===== config.mk =====
export PLATFORM = sky130hd
export DESIGN_NAME = unit_pool_fifo_admission_core
export DESIGN_NICKNAME = d
export VERILOG_FILES = /design/src/rtl/ufa_pkg.sv /design/src/rtl/ufa_ram.sv /design/src/rtl/ufa_ctrl.sv /design/src/rtl/ufa_dp.sv /design/src/rtl/unit_pool_fifo_admission_core.sv
export SDC_FILE = /design/constraint.sdc
export NUM_CORES = 2
export LEC_CHECK = 0
export BUFFER_PORTS_ARGS = -buffer_cell sky130_fd_sc_hd__buf_2
export CORE_UTILIZATION = 63
export CTS_CLUSTER_SIZE = 16
export DETAILED_ROUTE_END_ITERATION = 7
export GPL_ROUTABILITY_DRIVEN = 0
export PLACE_DENSITY = 0.78
export SYNTH_ARGS = -nofsm -noshare
export SYNTH_HDL_FRONTEND = slang
export SYNTH_HIERARCHICAL = 1
export SYNTH_SLANG_ARGS = --single-unit

===== constraint.sdc =====
create_clock -name clk_i -period 10 [get_ports clk_i]
set_input_delay 1 -clock clk_i [delete_from_list [all_inputs] [get_ports clk_i]]
set_output_delay 1 -clock clk_i [all_outputs]
set_load 0.05 [all_outputs]

===== src/rtl/ufa_pkg.sv =====
// shared types and constants for the unit pool admission block
package ufa_pkg;

  localparam int NumKinds   = 4;
  localparam int QueueDepth = 16;

  localparam int KindW   = 2;
  localparam int DataW   = 32;
  localparam int FreeW   = 4;
  localparam int QIdxW   = $clog2(QueueDepth);
  localparam int FillW   = $clog2(QueueDepth + 1);
  localparam int EntryW  = 2 * DataW;
  localparam int RamDepth = NumKinds * QueueDepth;
  localparam int AddrW   = $clog2(RamDepth);

  localparam logic [FreeW-1:0] FreeMax   = FreeW'(15);
  localparam logic [FreeW-1:0] FreeReset = FreeW'(1);

  typedef enum logic {
    OP_REQUEST  = 1'b0,
    OP_COMPLETE = 1'b1
  } op_e;

  typedef enum logic [1:0] {
    RES_START   = 2'd0,
    RES_QUEUED  = 2'd1,
    RES_DROPPED = 2'd2,
    RES_DONE    = 2'd3
  } res_kind_e;

  typedef enum logic [1:0] {
    ST_IDLE,
    ST_EXEC,
    ST_POP
  } state_e;

  typedef struct packed {
    logic load;
    logic exec;
    logic pop;
  } cmd_t;

  typedef struct packed {
    logic pop_needed;
  } status_t;

endpackage


===== src/rtl/ufa_ram.sv =====
// generic single write port RAM with registered read
module ufa_ram #(
  parameter int Width = 8,
  parameter int Depth = 16
) (
  input  logic                     clk_i,
  input  logic                     we_i,
  input  logic [$clog2(Depth)-1:0] waddr_i,
  input  logic [Width-1:0]         wdata_i,
  input  logic [$clog2(Depth)-1:0] raddr_i,
  output logic [Width-1:0]         rdata_o
);

  logic [Width-1:0] mem_q [Depth];
  logic [Width-1:0] rdata_q;

  always_ff @(posedge clk_i) begin
    if (we_i) begin
      mem_q[waddr_i] <= wdata_i;
    end
    rdata_q <= mem_q[raddr_i];
  end

  assign rdata_o = rdata_q;

endmodule


===== src/rtl/ufa_ctrl.sv =====
// sequencing state machine for the unit pool admission block
module ufa_ctrl (
  input  logic              clk_i,
  input  logic              rst_ni,
  input  logic              start,
  input  ufa_pkg::status_t  status_i,
  output ufa_pkg::cmd_t     cmd_o,
  output logic              busy
);
  import ufa_pkg::*;

  state_e state_q, state_d;

  always_ff @(posedge clk_i or negedge rst_ni) begin
    if (!rst_ni) begin
      state_q <= ST_IDLE;
    end else begin
      state_q <= state_d;
    end
  end

  always_comb begin
    state_d = state_q;
    case (state_q)
      ST_IDLE: begin
        if (start) begin
          state_d = ST_EXEC;
        end
      end
      ST_EXEC: begin
        state_d = status_i.pop_needed ? ST_POP : ST_IDLE;
      end
      ST_POP: begin
        state_d = ST_IDLE;
      end
      default: begin
        state_d = ST_IDLE;
      end
    endcase
  end

  always_comb begin
    cmd_o = '0;
    busy  = 1'b1;
    case (state_q)
      ST_IDLE: begin
        busy       = 1'b0;
        cmd_o.load = start;
      end
      ST_EXEC: begin
        cmd_o.exec = 1'b1;
      end
      ST_POP: begin
        cmd_o.pop = 1'b1;
      end
      default: begin
        busy = 1'b1;
      end
    endcase
  end

endmodule


===== src/rtl/ufa_dp.sv =====
// counters, queue pointers, wait store and result register
module ufa_dp (
  input  logic                        clk_i,
  input  logic                        rst_ni,
  input  ufa_pkg::cmd_t               cmd_i,
  output ufa_pkg::status_t            status_o,
  input  logic                        op_i,
  input  logic [ufa_pkg::KindW-1:0]   unit_kind_i,
  input  logic [ufa_pkg::DataW-1:0]   duration_i,
  input  logic [ufa_pkg::DataW-1:0]   tag_i,
  input  logic                        cfg_we_i,
  input  logic [ufa_pkg::KindW-1:0]   cfg_index_i,
  input  logic [ufa_pkg::FreeW-1:0]   cfg_data_i,
  output logic                        strobe_o,
  output logic [1:0]                  result_kind_o,
  output logic [ufa_pkg::KindW-1:0]   out_kind_o,
  output logic [ufa_pkg::DataW-1:0]   out_duration_o,
  output logic [ufa_pkg::DataW-1:0]   out_tag_o,
  output logic                        last_o
);
  import ufa_pkg::*;

  function automatic logic [QIdxW-1:0] next_slot(input logic [QIdxW-1:0] slot);
    next_slot = (slot == QIdxW'(QueueDepth - 1)) ? '0 : QIdxW'(slot + 1'b1);
  endfunction

  function automatic logic [AddrW-1:0] slot_addr(input logic [KindW-1:0] kind,
                                                 input logic [QIdxW-1:0] slot);
    slot_addr = AddrW'(AddrW'(kind) * AddrW'(QueueDepth)) + AddrW'(slot);
  endfunction

  // latched transaction
  op_e              op_q;
  logic [KindW-1:0] kind_q;
  logic [DataW-1:0] dur_q, tag_q;

  logic [FreeW-1:0] free_q [NumKinds];
  logic [FreeW-1:0] free_d [NumKinds];
  logic [QIdxW-1:0] head_q [NumKinds];
  logic [QIdxW-1:0] head_d [NumKinds];
  logic [QIdxW-1:0] tail_q [NumKinds];
  logic [QIdxW-1:0] tail_d [NumKinds];
  logic [FillW-1:0] fill_q [NumKinds];
  logic [FillW-1:0] fill_d [NumKinds];

  logic [FreeW-1:0] free_k, free_inc;
  logic [FillW-1:0] fill_k;

  logic              ram_we;
  logic [AddrW-1:0]  ram_waddr, ram_raddr;
  logic [EntryW-1:0] ram_rdata;

  logic              valid_q, valid_d;
  res_kind_e         rkind_q, rkind_d;
  logic [KindW-1:0]  okind_q, okind_d;
  logic [DataW-1:0]  odur_q, odur_d;
  logic [DataW-1:0]  otag_q, otag_d;
  logic              last_q, last_d;

  assign free_k   = free_q[kind_q];
  assign fill_k   = fill_q[kind_q];
  assign free_inc = (free_k == FreeMax) ? free_k : FreeW'(free_k + 1'b1);

  assign status_o.pop_needed = (op_q == OP_COMPLETE) && (fill_k != '0);

  assign ram_waddr = slot_addr(kind_q, tail_q[kind_q]);
  assign ram_raddr = slot_addr(kind_q, head_q[kind_q]);

  ufa_ram #(
    .Width (EntryW),
    .Depth (RamDepth)
  ) u_wait_store (
    .clk_i   (clk_i),
    .we_i    (ram_we),
    .waddr_i (ram_waddr),
    .wdata_i ({dur_q, tag_q}),
    .raddr_i (ram_raddr),
    .rdata_o (ram_rdata)
  );

  always_comb begin
    free_d  = free_q;
    head_d  = head_q;
    tail_d  = tail_q;
    fill_d  = fill_q;
    ram_we  = 1'b0;
    valid_d = 1'b0;
    rkind_d = RES_DONE;
    okind_d = kind_q;
    odur_d  = '0;
    otag_d  = tag_q;
    last_d  = 1'b1;

    if (cmd_i.exec) begin
      valid_d = 1'b1;
      if (op_q == OP_REQUEST) begin
        if (free_k != '0 && fill_k == '0) begin
          free_d[kind_q] = FreeW'(free_k - 1'b1);
          rkind_d        = RES_START;
          odur_d         = dur_q;
        end else if (fill_k != FillW'(QueueDepth)) begin
          ram_we         = 1'b1;
          tail_d[kind_q] = next_slot(tail_q[kind_q]);
          fill_d[kind_q] = FillW'(fill_k + 1'b1);
          rkind_d        = RES_QUEUED;
        end else begin
          rkind_d = RES_DROPPED;
        end
      end else begin
        rkind_d = RES_DONE;
        if (fill_k == '0) begin
          free_d[kind_q] = free_inc;
        end else begin
          // head leaves the queue now, its entry is read out for the next result
          last_d         = 1'b0;
          free_d[kind_q] = FreeW'(free_inc - 1'b1);
          head_d[kind_q] = next_slot(head_q[kind_q]);
          fill_d[kind_q] = FillW'(fill_k - 1'b1);
        end
      end
    end else if (cmd_i.pop) begin
      valid_d = 1'b1;
      rkind_d = RES_START;
      odur_d  = ram_rdata[EntryW-1:DataW];
      otag_d  = ram_rdata[DataW-1:0];
    end

    if (cfg_we_i) begin
      free_d[cfg_index_i] = cfg_data_i;
    end
  end

  always_ff @(posedge clk_i or negedge rst_ni) begin
    if (!rst_ni) begin
      valid_q <= 1'b0;
      for (int k = 0; k < NumKinds; k++) begin
        free_q[k] <= FreeReset;
        head_q[k] <= '0;
        tail_q[k] <= '0;
        fill_q[k] <= '0;
      end
    end else begin
      valid_q <= valid_d;
      free_q  <= free_d;
      head_q  <= head_d;
      tail_q  <= tail_d;
      fill_q  <= fill_d;
    end
  end

  always_ff @(posedge clk_i) begin
    if (cmd_i.load) begin
      op_q   <= op_e'(op_i);
      kind_q <= unit_kind_i;
      dur_q  <= duration_i;
      tag_q  <= tag_i;
    end
    if (valid_d) begin
      rkind_q <= rkind_d;
      okind_q <= okind_d;
      odur_q  <= odur_d;
      otag_q  <= otag_d;
      last_q  <= last_d;
    end
  end

  assign strobe_o       = valid_q;
  assign result_kind_o  = rkind_q;
  assign out_kind_o     = okind_q;
  assign out_duration_o = odur_q;
  assign out_tag_o      = otag_q;
  assign last_o         = last_q;

endmodule


===== src/rtl/unit_pool_fifo_admission_core.sv =====
// top level of the unit pool admission block
// An item is taken when start is high and busy is low. A request is latched, executed in
// the EXEC state and its result registered; busy is low again in the cycle that result is
// shown, and no new item is taken before then. A completion gives its done result at the
// same point; if a job was waiting for that kind, busy stays high through the POP state
// while the head entry is read from the wait store RAM (registered read), and the start
// result for that job follows in the next cycle. Results are shown for one cycle under
// strobe_o and cannot be held off, so they must be taken as they come.
// Configuration writes load the free unit counter of a kind directly.
module unit_pool_fifo_admission_core (
  input  logic                        clk_i,
  input  logic                        rst_ni,
  input  logic                        start,
  output logic                        busy,
  input  logic                        op_i,
  input  logic [ufa_pkg::KindW-1:0]   unit_kind_i,
  input  logic [ufa_pkg::DataW-1:0]   duration_i,
  input  logic [ufa_pkg::DataW-1:0]   tag_i,
  input  logic                        cfg_we_i,
  input  logic [ufa_pkg::KindW-1:0]   cfg_index_i,
  input  logic [ufa_pkg::FreeW-1:0]   cfg_data_i,
  output logic                        strobe_o,
  output logic [1:0]                  result_kind_o,
  output logic [ufa_pkg::KindW-1:0]   out_kind_o,
  output logic [ufa_pkg::DataW-1:0]   out_duration_o,
  output logic [ufa_pkg::DataW-1:0]   out_tag_o,
  output logic                        last_o
);
  import ufa_pkg::*;

  cmd_t    cmd;
  status_t status;

  ufa_ctrl u_ctrl (
    .clk_i    (clk_i),
    .rst_ni   (rst_ni),
    .start    (start),
    .status_i (status),
    .cmd_o    (cmd),
    .busy     (busy)
  );

  ufa_dp u_dp (
    .clk_i          (clk_i),
    .rst_ni         (rst_ni),
    .cmd_i          (cmd),
    .status_o       (status),
    .op_i           (op_i),
    .unit_kind_i    (unit_kind_i),
    .duration_i     (duration_i),
    .tag_i          (tag_i),
    .cfg_we_i       (cfg_we_i),
    .cfg_index_i    (cfg_index_i),
    .cfg_data_i     (cfg_data_i),
    .strobe_o       (strobe_o),
    .result_kind_o  (result_kind_o),
    .out_kind_o     (out_kind_o),
    .out_duration_o (out_duration_o),
    .out_tag_o      (out_tag_o),
    .last_o         (last_o)
  );

  // a done result that is not last is always followed by the start of the queued job
  assert property (@(posedge clk_i) disable iff (!rst_ni)
    strobe_o && !last_o |=> strobe_o && last_o && (result_kind_o == RES_START))
    else $error("queued job start did not follow its done result");

  // only a completion leaves a result that is not last
  assert property (@(posedge clk_i) disable iff (!rst_ni)
    strobe_o && !last_o |-> (result_kind_o == RES_DONE))
    else $error("non-final result is not a done result");

  // results only come out when the block was busy in the cycle before
  assert property (@(posedge clk_i) disable iff (!rst_ni)
    strobe_o |-> $past(busy))
    else $error("result without a transaction in progress");

  // a taken transaction always makes the block busy
  assert property (@(posedge clk_i) disable iff (!rst_ni)
    start && !busy |=> busy)
    else $error("transaction taken but block not busy");

endmodule


Yosys cells after proc, flatten, opt, wreduce, memory -nomap -nowiden
Memories as Yosys holds them, arrays and structs flattened. A register that Yosys moved wholly into a read port is not among the register bits.
Cells that the tools add are included.
{"block": "classes", "add_sub_neg": 9, "order_cmp": 4, "n_eq_ne": 9, "n_mux": 65, "bitwise_logic": 5, "reduce_logical": 13}
{"cell": "32-bit two-way mux", "count": 6}
{"cell": "16-bit bitwise mux", "count": 6}
{"cell": "16-bit two-way mux", "count": 5}
{"cell": "20-bit two-way mux", "count": 4}
{"cell": "4-bit two-way mux", "count": 11}
{"cell": "20-bit bitwise mux", "count": 2}
{"cell": "4-bit binary-select mux with 2-bit select", "count": 3}
{"cell": "4-bit demux with 2-bit select", "count": 2}
{"cell": "5-bit two-way mux", "count": 3}
{"cell": "2-bit two-way mux", "count": 7}
{"cell": "1-bit two-way mux", "count": 13}
{"cell": "4-bit by 1-bit adder with 4-bit output (second input constant)", "count": 3}
{"cell": "6-bit by 4-bit adder with 6-bit output", "count": 2}
{"cell": "4-bit == test (second input constant)", "count": 3}
{"cell": "5-bit binary-select mux with 2-bit select", "count": 1}
{"cell": "5-bit demux with 2-bit select", "count": 1}
{"cell": "4-bit AND reduction", "count": 2}
{"cell": "4-bit by 1-bit subtractor with 4-bit output (second input constant)", "count": 2}
{"cell": "3-bit >= comparator (second input constant)", "count": 2}
{"cell": "3-bit by 1-bit < comparator with 1-bit output (second input constant)", "count": 2}
{"cell": "2-bit inverter with 3-bit output", "count": 2}
{"cell": "5-bit by 1-bit adder with 5-bit output (second input constant)", "count": 1}
{"cell": "5-bit logical NOT", "count": 1}
{"cell": "5-bit inequality test (second input constant)", "count": 1}
{"cell": "14 further kinds", "count": 20}
{"block": "totals", "regBits": 207, "ramBits": 4096, "inputBits": 77, "output_inout_bits": 71, "mem_count": 1}
{"memory": "u_dp.u_wait_store.mem_q", "depth": 64, "word_bits": 64, "rd": 1, "rd_ports_with_merged_regs": 1, "write_ports": 1, "line_no": "ufa_ram.sv:14", "rtl": "logic [Width-1:0] mem_q [Depth];"}

Depth between registers and ports, before layout
{"block": "logic_depth", "ltp_word": 13, "ltp_mapped": 13, "mapped_depth_nobuf": 10}

Modules after synthesis
The synthesis kept the hierarchy.
{"mod": "ufa_ram", "instances": 1, "cells_per_inst": 6598, "area_per_inst_um2": 156348.7}
{"mod": "ufa_dp", "instances": 1, "cells_per_inst": 606, "area_per_inst_um2": 9056.2}
{"mod": "ufa_ctrl", "instances": 1, "cells_per_inst": 8, "area_per_inst_um2": 92.6}

Least setup slack after synthesis
OpenSTA, ideal clock, no wires.
{"block": "synth_timing", "kind": "register to register", "from": "register u_dp.kind_q[0]", "to": "memory u_dp/u_wait_store/mem_q[48][0] (netlist name) (enable)", "arrival_time_ps": 6812, "t_required_ps": 9436, "path_slack_ps": 2624, "stages_incl_launch_ff": 11, "n_path_buf": 1, "path_cell_list": "edfxtp_1 buf_6 mux4_2 inv_1 ha_1 or3b_1 nand2_2 nand2_1 inv_1 nand4b_1 nor3_1"}
{"block": "synth_between", "elab_chain_len": 11}
{"element": "from (decl)", "line_no": "ufa_dp.sv:34", "rtl": "logic [KindW-1:0] kind_q;"}
{"element": "from (signal assigned)", "line_no": "ufa_dp.sv:154", "rtl": "kind_q <= unit_kind_i;"}
{"element": "2-bit inverter with 3-bit output (implied by the code) *", "line_no": "ufa_dp.sv:60, ufa_dp.sv:61"}
{"element": "5-bit binary-select mux with 2-bit select / 4-bit binary-select mux with 2-bit select (equally long branches)", "line_no": "ufa_dp.sv:61, ufa_dp.sv:60"}
{"element": "5-bit two-way mux (implied by the code) / 4-bit two-way mux (equally long branches) (2 in series)", "line_no": "ufa_dp.sv:61, ufa_dp.sv:60"}
{"element": "5-bit inequality test (tied with other cells)", "line_no": "ufa_dp.sv:101", "rtl": "end else if (fill_k != FillW'(QueueDepth)) begin"}
{"element": "1-bit two-way mux / 1-bit logical AND (equally long branches)", "line_no": "ufa_dp.sv:101, ufa_dp.sv:97"}
{"element": "1-bit two-way mux *", "line_no": "ufa_dp.sv:97", "rtl": "if (free_k != '0 && fill_k == '0) begin"}
{"element": "1-bit two-way mux *", "line_no": "ufa_dp.sv:96", "rtl": "if (op_q == OP_REQUEST) begin"}
{"element": "1-bit two-way mux *", "line_no": "ufa_dp.sv:94", "rtl": "if (cmd_i.exec) begin"}
{"element": "net u_dp.ram_we", "line_no": "ufa_dp.sv:49", "rtl": "logic ram_we;"}
{"element": "1-bit two-way mux *", "line_no": "ufa_ram.sv:18", "rtl": "if (we_i) begin"}
{"element": "1-bit two-way mux (implied by the code) *", "line_no": "ufa_ram.sv:19", "rtl": "mem_q[waddr_i] <= wdata_i;"}
{"element": "to (decl)", "line_no": "ufa_ram.sv:14"}
The timed path passes the listed nets; every way through them passes the cells marked *. The select of a mux whose other input is x is not followed.

Final worst setup path
{"block": "layout_timing", "from": "register u_dp.kind_q[0]", "to": "memory u_dp/u_wait_store/mem_q[6][43] (netlist name) (enable)"}
The elaborated chain is that of the path after synthesis.

==> run metrics <==
status=finished with violations; failing checks=DRC; Pins Over Slew Limit=0; hold path startpoint=duration_i[20]; Buf+Inv Stages, Crit Path=4; total global-route track usage=0.349; crit path cell chain=buf_4, mux4_2, inv_1, ha_1, or3b_1, nand2_2, nand2_1, inv_1, nor2b_1, nand3_1, nor2_4, buf_4; Logic pwr share=0.248; dpl hpwl=232,000 microns; startpoint types=register; syn avg cell area=22.9 sq um; die area=265,000 sq um; area of the multi-input gates=33,900 sq um; Max Fclk=0.153 GHz; TritonCTS Buffers=421; register area share after synthesis=0.786; number of setup buffers added after CTS=0; Slew Limit Headroom=0.0894; fin area=185,000 sq um; r2r setup slk=3.46 ns; Synth async-reset ratio=0.0163; actual slew at the worst max-slew pin=1.36 ns; initial antenna violation count=39; Psw=0.0143 W; chip height=515 microns; CTS Root Cell=clkbuf_16; Largest stage delay, worst path=1.00 ns; Max Cap Violations=0; routed vias/inst=7.42; Synth top area share=0.768; CP delay by family, top=simple AND/OR/NAND/NOR gates; Setup-failing EPs final=0; Synth cell types=69; Synth area leaders=edfxtp_1 77%, mux4_2 14%, dfrtp_1 1.0%; final hold slack=0.239 ns; Area growth syn-to-layout=11.7%; cell taking the most area after synthesis=edfxtp_1; register area=130,000 sq um; initial core utilization=0.636; Nets=7,691; Clock Power Share=0.325; clk_lat worst skew=0.95 ns; core footprint=260,000 sq um; endpoints failing hold=0; Hold Path Sink=u_dp/dur_q[20]; Detailed Route Iter0 Violations=14,600; total grt overflow=0; WP data required=10.52 ns; Placed Area=171,000 sq um; Crit Path Max Fanout=51; ANT nets after route=0; LEAKAGE=57.1 nW; FF-to-FF End=u_dp/u_wait_store/mem_q[6][43]; Clock transition at path regs=0.06 ns; HP Class=primary input to register; maximum vdd drop=0.000267 V; Die X=515 microns; Cells on Worst Hold Path=1; Levels on crit path=12; htree depth=5; worst reg2reg path startpoint=u_dp/kind_q[0]; Core Util, Final=0.710; Post-Syn Area=165,000 sq um; Main synth FF type=edfxtp_1; count of cells resized by post-cts repair=0; routed len/inst=39.8 microns; Net Sw Frac=0.289; I/O pin cnt=148; commonest cells in the netlist=4,232 x edfxtp_1, 1,040 x mux4_2, 178 x buf_2, 168 x a22oi_1, 156 x clkbuf_1; largest net degree at the start of global routing=151; YS warnings=6; layout cell share with drive strength beyond 1=0.278; cell count after placement=10,700; Crit. End Element=register; Synth Register Bits=4,367; critical path arrival=7.06 ns; Residual DRC=3; DRT Pass-1 Iters=8; count leader, synth=edfxtp_1; vias in the first global route=85,000; synthesized instance count=7,212; TritonCTS clock tree=done; unrepaired setup endpoints after global routing=false; Crit Path Category=register to register; final WL=456,000 microns; Hold-fix buffers, CTS=0; Min Clock Period, post-route=6.54 ns; Pwr Density=267 nW/um^2; PortBufs=147; Fill cells=13,600; final setup TNS=0 ns; first-pass GRT wire length=641,000 microns; Power Internal=0.0351 W; slowest CP cell=nand3_1; clk sink count=4,367; Clock Path Buffers=4; Worst R2R Path Depth=12; Syn Nets=7,297; Final Cycle Share=0.654; Vias=85,100; Seq pwr share=0.428; row count=187; final cell count without fillers=11,500; Clock Skew=0.0875 ns; number of flops mapped to enable cells by yosys=4,232
[power by group through the flow]
stage | combinational [W] | sequential, W | clock [W]
after global placement | 0.0116 | 0.0215 | 0
after floorplan | 0.00785 | 0.0220 | 0
final | 0.0122 | 0.0211 | 0.0160
after global routing | 0.0126 | 0.0212 | 0.0167
after detailed placement | 0.0118 | 0.0215 | 0
after CTS | 0.0121 | 0.0211 | 0.0161
[state kept, by name, indices dropped and copies added, names as in the netlist, named ones only]
name,count
u_dp/kind_q,2
u_dp/fill_q,16
u_dp/dur_q,32
u_dp/tail_q,16
u_dp/op_q,1
u_dp/out_duration_o,32
u_dp/result_kind_o,2
u_dp/last_o,1
u_dp/tag_q,32
u_dp/out_kind_o,2
u_dp/u_wait_store/rdata_o,64
u_dp/head_q,16
u_ctrl/state_q,2
u_dp/u_wait_store/mem_q,4096
u_dp/strobe_o,1
u_dp/free_q,16
u_dp/out_tag_o,32
[worst max path at each step]
stage / from / end / slack [ns]
3_3_place_gp: u_dp/kind_q[0] / u_dp/u_wait_store/mem_q[6][29] / 3.99
5_1_grt: u_dp/kind_q[0] / u_dp/u_wait_store/mem_q[6][43] / 3.41
2_1_floorplan: u_dp/kind_q[0] / u_dp/u_wait_store/mem_q[48][0] / 2.62
6_report: u_dp/kind_q[0] / u_dp/u_wait_store/mem_q[6][43] / 3.46
3_5_place_dp: u_dp/kind_q[0] / u_dp/u_wait_store/mem_q[6][33] / 3.85
4_1_cts: u_dp/kind_q[0] / u_dp/u_wait_store/mem_q[6][58] / 3.73
[per-layer routing]
layer  track usage  share of wire  vias to the layer above
li1              -              -                    31600
met1         0.478           0.33                    44100
met2         0.524           0.46                     8093
met3         0.103           0.15                     1258
met4         0.164          0.054                       24
met5             0        0.00038                        -
[placed cells by master (no fill, tap or decap), types with 57 or more instances in the layout]
cell       count
edfxtp_1    4232
mux4_2      1037
clkbuf_16    428
buf_4        207
a22oi_1      168
buf_2        147
mux2i_1      143
a22o_1       120
nand2_1       93
clkbuf_1      92
o22ai_1       84
clkinv_1      79
clkinv_2      75
nor2_1        72
nor2_4        69
dfrtp_1       67
and3_1        66
dfxtp_1       64
mux2_2        63
a211oi_1      63
nand3_1       57
[metrics by stage]
stage          total power (W)  worst slack, ns
5_1_grt                 0.0505             3.41
2_1_floorplan           0.0298             2.62
3_5_place_dp            0.0333             3.85
6_report                0.0494             3.46
3_3_place_gp            0.0330             3.99
4_1_cts                 0.0493             3.73
[layout make-up]
class,count,area share
Inverter,25,0.000507
Multi-Input combinational cell,2421,0.184
Sequential cell,4367,0.704
Antenna cell,17,0.000230
Timing Repair Buffer,370,0.0141
Clock buffer,543,0.0615
Tap cell,3496,0.0237
Clock inverter,230,0.0127
[logic make-up after synthesis]
| family | count (synthesis) | synth area share |
|---|---|---|
| adder cells (fa/ha/maj) | 8 | 0.000605 |
| buffers and inverters | 424 | 0.0121 |
| AO/OA/AOI/OAI | 623 | 0.0287 |
| XOR/XNOR | 9 | 0.000476 |
| multiplexers | 1266 | 0.156 |
| flip-flops | 4367 | 0.786 |
| AND/OR/NAND/NOR | 515 | 0.0158 |
Power figures use the tool's default switching activity.
